--- config.mk ---
export PLATFORM = sky130hd
export DESIGN_NAME = bspb_ctrl
export DESIGN_NICKNAME = d
export VERILOG_FILES = /design/src/sv/bit_stream_pack_unpack_buffer_assert.svh /design/src/sv/bspb_pkg.sv /design/src/sv/bspb_ctrl.sv
export SDC_FILE = /design/constraint.sdc
export NUM_CORES = 1
export LEC_CHECK = 0
export CORE_MARGIN = 8
export CORE_UTILIZATION = 44
export DETAILED_ROUTE_END_ITERATION = 8
export DONT_BUFFER_PORTS = 1
export GPL_ROUTABILITY_DRIVEN = 0
export GPL_TIMING_DRIVEN = 0
export SYNTH_ARGS = -nofsm -noshare
export SYNTH_HDL_FRONTEND = slang
export SYNTH_SLANG_ARGS = --single-unit
--- constraint.sdc ---
create_clock -name clk -period 1.9 [get_ports clk]
set_input_delay 0.285 -clock clk [delete_from_list [all_inputs] [get_ports clk]]
set_output_delay 0.285 -clock clk [all_outputs]
set_load 0.05 [all_outputs]
--- src/sv/bit_stream_pack_unpack_buffer_assert.svh ---
// Assertion macros for the bit stream buffer.
// No dependencies; included by the top level only.
`ifndef BIT_STREAM_PACK_UNPACK_BUFFER_ASSERT_SVH
`define BIT_STREAM_PACK_UNPACK_BUFFER_ASSERT_SVH
`ifndef SYNTHESIS
`define BSPB_ASSERT(label, prop) \
  label: assert property (@(posedge clk) disable iff (!rst_n) prop) \
    else $error("bspb assertion failed");
`define BSPB_NEVER(label, expr) \
  label: assert property (@(posedge clk) disable iff (!rst_n) !(expr)) \
    else $error("bspb forbidden condition");
`else
`define BSPB_ASSERT(label, prop)
`define BSPB_NEVER(label, expr)
`endif
`endif

--- src/sv/bspb_pkg.sv ---
// Shared constants, types and helpers for the bit stream buffer.
// No dependencies.
package bspb_pkg;

  localparam int CAPACITY_BITS = 65536;
  localparam int WORD_BITS     = 64;
  localparam int OFF_W         = $clog2(WORD_BITS);
  localparam int WORDS         = CAPACITY_BITS / WORD_BITS;
  localparam int WORD_AW       = $clog2(WORDS);
  localparam int BANK_DEPTH    = WORDS / 2;
  localparam int BANK_AW       = $clog2(BANK_DEPTH);
  localparam int POS_W         = 17;
  localparam int WIDTH_W       = 7;

  typedef enum logic [1:0] {
    KIND_WRITE   = 2'd0,
    KIND_READ    = 2'd1,
    KIND_SEEK_RD = 2'd2,
    KIND_SEEK_WR = 2'd3
  } kind_t;

  localparam logic [2:0] WCODE_1  = 3'd0;
  localparam logic [2:0] WCODE_8  = 3'd1;
  localparam logic [2:0] WCODE_16 = 3'd2;
  localparam logic [2:0] WCODE_32 = 3'd3;
  localparam logic [2:0] WCODE_64 = 3'd4;

  typedef struct packed {
    logic               load_item;
    logic               rd_mem;
    logic               commit;
    logic               clr;
    logic [BANK_AW-1:0] clr_addr;
  } cmd_t;

  // Access width in bits; zero for unused codes.
  function automatic logic [WIDTH_W-1:0] width_of(input logic [2:0] code);
    logic [WIDTH_W-1:0] w;
    unique case (code)
      WCODE_1:  w = WIDTH_W'(1);
      WCODE_8:  w = WIDTH_W'(8);
      WCODE_16: w = WIDTH_W'(16);
      WCODE_32: w = WIDTH_W'(32);
      WCODE_64: w = WIDTH_W'(64);
      default:  w = '0;
    endcase
    return w;
  endfunction

endpackage

--- src/sv/bspb_ctrl.sv ---
// Sequencer for the bit stream buffer: clear sweep, access and commit steps.
// Depends on bspb_pkg.
module bspb_ctrl (
  input  logic             clk,
  input  logic             rst_n,
  input  logic             in_valid,
  output logic             in_ready,
  output logic             out_valid,
  input  logic             out_ready,
  output bspb_pkg::cmd_t   cmd
);
  import bspb_pkg::*;

  typedef enum logic [3:0] {
    ST_CLEAR  = 4'b0001,
    ST_IDLE   = 4'b0010,
    ST_ACCESS = 4'b0100,
    ST_COMMIT = 4'b1000
  } state_t;

  state_t             state_r, state_nxt;
  logic [BANK_AW-1:0] clr_cnt_r, clr_cnt_nxt;
  logic               out_valid_r, out_valid_nxt;
  logic               commit_go;
  logic               accept;

  assign commit_go = (state_r == ST_COMMIT) && (!out_valid_r || out_ready);
  assign in_ready  = (state_r == ST_IDLE) || commit_go;
  assign accept    = in_valid && in_ready;
  assign out_valid = out_valid_r;

  always_comb begin
    state_nxt   = state_r;
    clr_cnt_nxt = clr_cnt_r;
    unique case (state_r)
      ST_CLEAR: begin
        clr_cnt_nxt = clr_cnt_r + BANK_AW'(1);
        if (clr_cnt_r == BANK_AW'(BANK_DEPTH - 1)) begin
          state_nxt = ST_IDLE;
        end
      end
      ST_IDLE: begin
        if (in_valid) begin
          state_nxt = ST_ACCESS;
        end
      end
      ST_ACCESS: begin
        state_nxt = ST_COMMIT;
      end
      ST_COMMIT: begin
        if (commit_go) begin
          state_nxt = in_valid ? ST_ACCESS : ST_IDLE;
        end
      end
      default: begin
        state_nxt = ST_CLEAR;
      end
    endcase
  end

  always_comb begin
    if (commit_go) begin
      out_valid_nxt = 1'b1;
    end else if (out_ready) begin
      out_valid_nxt = 1'b0;
    end else begin
      out_valid_nxt = out_valid_r;
    end
  end

  always_comb begin
    cmd.load_item = accept;
    cmd.rd_mem    = (state_r == ST_ACCESS);
    cmd.commit    = commit_go;
    cmd.clr       = (state_r == ST_CLEAR);
    cmd.clr_addr  = clr_cnt_r;
  end

  always_ff @(posedge clk) begin
    if (!rst_n) begin
      state_r     <= ST_CLEAR;
      clr_cnt_r   <= '0;
      out_valid_r <= 1'b0;
    end else begin
      state_r     <= state_nxt;
      clr_cnt_r   <= clr_cnt_nxt;
      out_valid_r <= out_valid_nxt;
    end
  end

endmodule

# Yosys cells after proc, flatten, opt, wreduce, memory -nomap -nowiden
# Cells that the tools add are included.
[word_totals]
out_inout_bits = 15
in_bits = 4
ff_bits = 14
[op_classes]
addsub = 1
reduce_logical = 7
muxes = 7
eq_ne = 8
[ops]
columns = ["operator", "n"]
rows = [
  ["$pmux W4 S4", 1],
  ["$mux W4", 3],
  ["$add A9 B1 Y9 const B", 1],
  ["$eq A9 B9 Y1 const B", 1],
  ["$eq A4 B1 Y1 const B", 1],
  ["$eq A4 B2 Y1 const B", 1],
  ["$eq A4 B3 Y1 const B", 1],
  ["$eq A4 B4 Y1 const B", 1],
  ["$ne A2 B2 Y1 const B", 2],
  ["$mux W3", 1],
  ["$reduce_and A3 Y1", 1],
  ["$logic_and A1 B1 Y1", 2],
  ["$logic_or A1 B1 Y1", 2],
  ["$mux W1", 2],
  ["$ne A2 B1 Y1 const B", 1],
  ["$reduce_bool A2 Y1", 1],
  ["$logic_not A1 Y1", 1],
]

# Depth between registers and ports, before layout
[depth]
ltp_word = 5
mapped_depth = 7

# Worst setup path after synthesis
# No wires, ideal clock.
[synth_path]
kind = "register -> register"
startpoint = "register state_r[0]"
endpoint = "register state_r[3]"
stages_incl_launch_ff = 4
period_less_slack_ps = 2550
t_arrival_ps = 2486
required_ps = 1835
path_buffers = 1
slack_ps = -650
setup_ps = 65
cell_sequence = "dfxtp_1 > clkbuf_1 > nor4b_1 > o21a_1"
[synth_lines]
columns = ["item", "line", "source"]
rows = [
  ["start: declaration", "bspb_ctrl.sv:21", "state_t state_r, state_nxt;"],
  ["start signal: assignment", "bspb_ctrl.sv:85", "state_r <= state_nxt;"],
]

==> impl_results.md <==
- Worst Hold Class: in -> reg
- Min-Delay Path Depth: 1
- First-pass GRT wire length: 2840 µm
- Worst path max stage delay: 0.60 ns
- Syn Nets: 94
- Commonest cells post-synth: 14 x dfxtp_1, 10 x a21oi_1, 7 x nand2_1
- Final Cycle Share: 0.977
- Post-synthesis mux area share: 0.0135
- DR DRC count: 0
- Die Span Y: 57.1 µm
- Synth-to-layout area growth: 21.9%
- Final worst slack: 0.0433 ns
- Gate Count Post-Synth: 88
- PwrDens: 613 nW/µm²
- Levels on crit path: 2
- Initial antenna violation count: 0
- Post-synth EDFFs: 0
- Max-cap violations: 0
- Internal: 0.421 mW
- Clk pwr share: 0.387
- Via Count: 665
- Skew final: 0.0113 ns
- CP Class: reg -> out
- Post-synthesis compound-gate area fraction: 0.165
- DRT antenna net count: 0
- Rel. slew slack: 0.489
- Core Box Area: 1650 µm²
- Root Buffer: clkbuf_4
- VDD IR max: 470 µV
- Final hold vios: 0
- Clock sink count: 14
- Ant diodes: 0
- Total gr overflow: 0
- Unique cell type count in the Yosys netlist: 29
- H-tree Lvls: 1
- CP cell instances: or4b_4 > clkinvlp_4
- Area leader, netlist: dfxtp_1
- Measured slew at the worst slew-check pin: 0.764 ns
- Hpwl dp: 1200 µm
- Share of cells above drive strength 1: 0.376
- Syn Std Cell Area: 742 µm²
- Largest family of logic cells by synthesized area: simple AND/OR/NAND/NOR gates
- Synth area leaders: dfxtp_1 38%, a21oi_1 6.7%, nor4b_1 4.7%, nand2_1 3.5%, ha_1 3.4%
- Share of the synthesized area in the top cell type: 0.378
- CP bufs+invs: 1
- Sequential area share after synthesis: 0.378
- Setup TNS: 0 ns
- Final #Nets: 100
- CTS Buffer Depth: 2
- Post-layout minimum cycle time: 1.86 ns
- Starting DRT DRC Count: 19
- # rows: 15
- Register Area: 305 µm²
- Simple-gate share of the synthesized area: 0.332
- Adder-cell area share of the yosys netlist: 0.0337
- Average routed wire per standard cell: 15.4 µm
- Status: completed
- Fmax: 539 MHz
- Synth async-reset ratio: 0
- Synth Area in XOR/XNOR: 0.0118
- Setup crit start kind: flop
- Clock slew at reported path FFs: 0.09 ns
- Setup Viol. Count Final: 0
- Arrival time worst endpoint: 1.57 ns
- Leakage power: 0.302 nW
- Most common cell in the netlist: dfxtp_1
- CTS tree: yes
- Mean Syn Cell Area: 8.43 µm²
- Max-slew violations: 0
- WL final: 1690 µm
- Starting density of the core: 0.449
- #FFs+latches synth: 14
- CP required: 1.62 ns
- Critical Path Fanout Max: 10
- Primary FF master, synth: dfxtp_1
- Vias in the first global route: 644
- Die X: 57.1 µm
- Initial DRT Pass Iterations: 4
- Area of the multi-input gates: 467 µm²
- CP delay by family, top: simple AND/OR/NAND/NOR gates
- Total power: 0.555 mW
- PortBufs: 0
- Power share of the combinational group: 0.031
- Fillers: 165
- Switching Fraction: 0.242
- Largest net degree at the start of global routing: 14
- Switching Power: 0.134 mW
- Die area: 3260 µm²
- Seq pwr share: 0.582
- Avg Vias per Cell: 6.05
- CP Capture Type: output pin
- GRT Total Usage: 0.103
- IO Count: 19
- Synth Warn #: 0
- Pre-CTS setup slack: -0.144 ns
- Worst skew pair latency: 0.28 ns
- R2r worst-path depth: 3
- Worst path slowest cell: or4b_4
- Total CTS buffers: 3
==> registers in the layout, summed over array words and instances (netlist names) <==
| register | cells |
|---|---|
| clr_cnt_r | 9 |
| state_r | 4 |
| out_valid | 1 |
==> cell usage in the layout (no fill, tap or decap), types with 2 or more instances in the layout <==
cell type  synthesis  layout
o31ai_1            3       3
buf_4              3       4
inv_1              4       3
nor4b_2            0       2
clkbuf_4           0       3
dfxtp_1           14       2
or4b_4             1       2
nor2_1             4       4
nand2b_1           4       4
buf_6              0       2
a21oi_1           10       9
ha_1               2       2
nand3_1            3       3
o21ai_0            3       3
nor2b_2            0       3
or4_1              3       3
nand4_1            2       2
dfxtp_4            0       4
or3_1              2       2
nand2_1            7       7
dfxtp_2            0       8
==> metal layers <==
layer,share of wire,global-route usage,up-vias
met5,0,0,-
li1,-,-,330
met2,0.48,0.167,18
met4,0.010,0.0235,0
met3,0.079,0.0554,2
met1,0.43,0.116,315
==> kinds of logic after synthesis <==
kind of cell	count (synthesis)
AOI/OAI and AO/OA	20
buffers and inverters	10
and+or+nand+nor	40
adders and majority gates	2
xor gates and xnor gates	1
DFF	14
muxes	1
==> final cells by class <==
type                            count  area share
Tap cell                           17      0.0235
Buffer                              5      0.0456
Timing Repair Buffer                2      0.0166
Multi-Input combinational cell     64       0.516
Clock buffer                        4      0.0401
Sequential cell                    14       0.337
Inverter                            4      0.0207
==> final timing paths <==
kind                            slack, ns                      start                         to
worst max-delay path                 0.04    state_r[3]$_SDFFE_PN0P_                     cmd[9]
worst min register to register       0.57  clr_cnt_r[1]$_SDFFE_PN0P_  clr_cnt_r[1]$_SDFFE_PN0P_
worst min-delay path                 0.11                      rst_n    state_r[3]$_SDFFE_PN0P_
worst max register to register       0.15    state_r[3]$_SDFFE_PN0P_  clr_cnt_r[5]$_SDFFE_PN0P_
==> repair_timing <==
item | 4_1_cts | 5_1_grt
gates cloned | 0 | 0
resized for setup | 14 | 22
hold buffers | 0 | 0
endpoints found under the setup margin | 13 | 7
buffers inserted | 0 | 2
pin swaps | 1 | 3
==> power groups by stage <==
stage          logic [mW]  registers, mW  clock network [mW]
2_1_floorplan      0.0141          0.330                   0
4_1_cts            0.0174          0.325               0.221
3_3_place_gp       0.0164          0.332                   0
6_report           0.0171          0.323               0.215
5_1_grt            0.0198          0.325               0.235
3_5_place_dp       0.0173          0.332                   0
==> per-stage QoR <==
stage	cell area [µm²]	cells	utilization	hold WS, ns
6_report	905	110	0.548	0.105
5_1_grt	905	110	0.548	0.0874
4_1_cts	841	108	0.509	0.0999
3_5_place_dp	774	105	0.469	0.409
3_3_place_gp	774	105	0.469	0.406
2_1_floorplan	753	88	-	0.403
(Power assumes the default switching activity.)
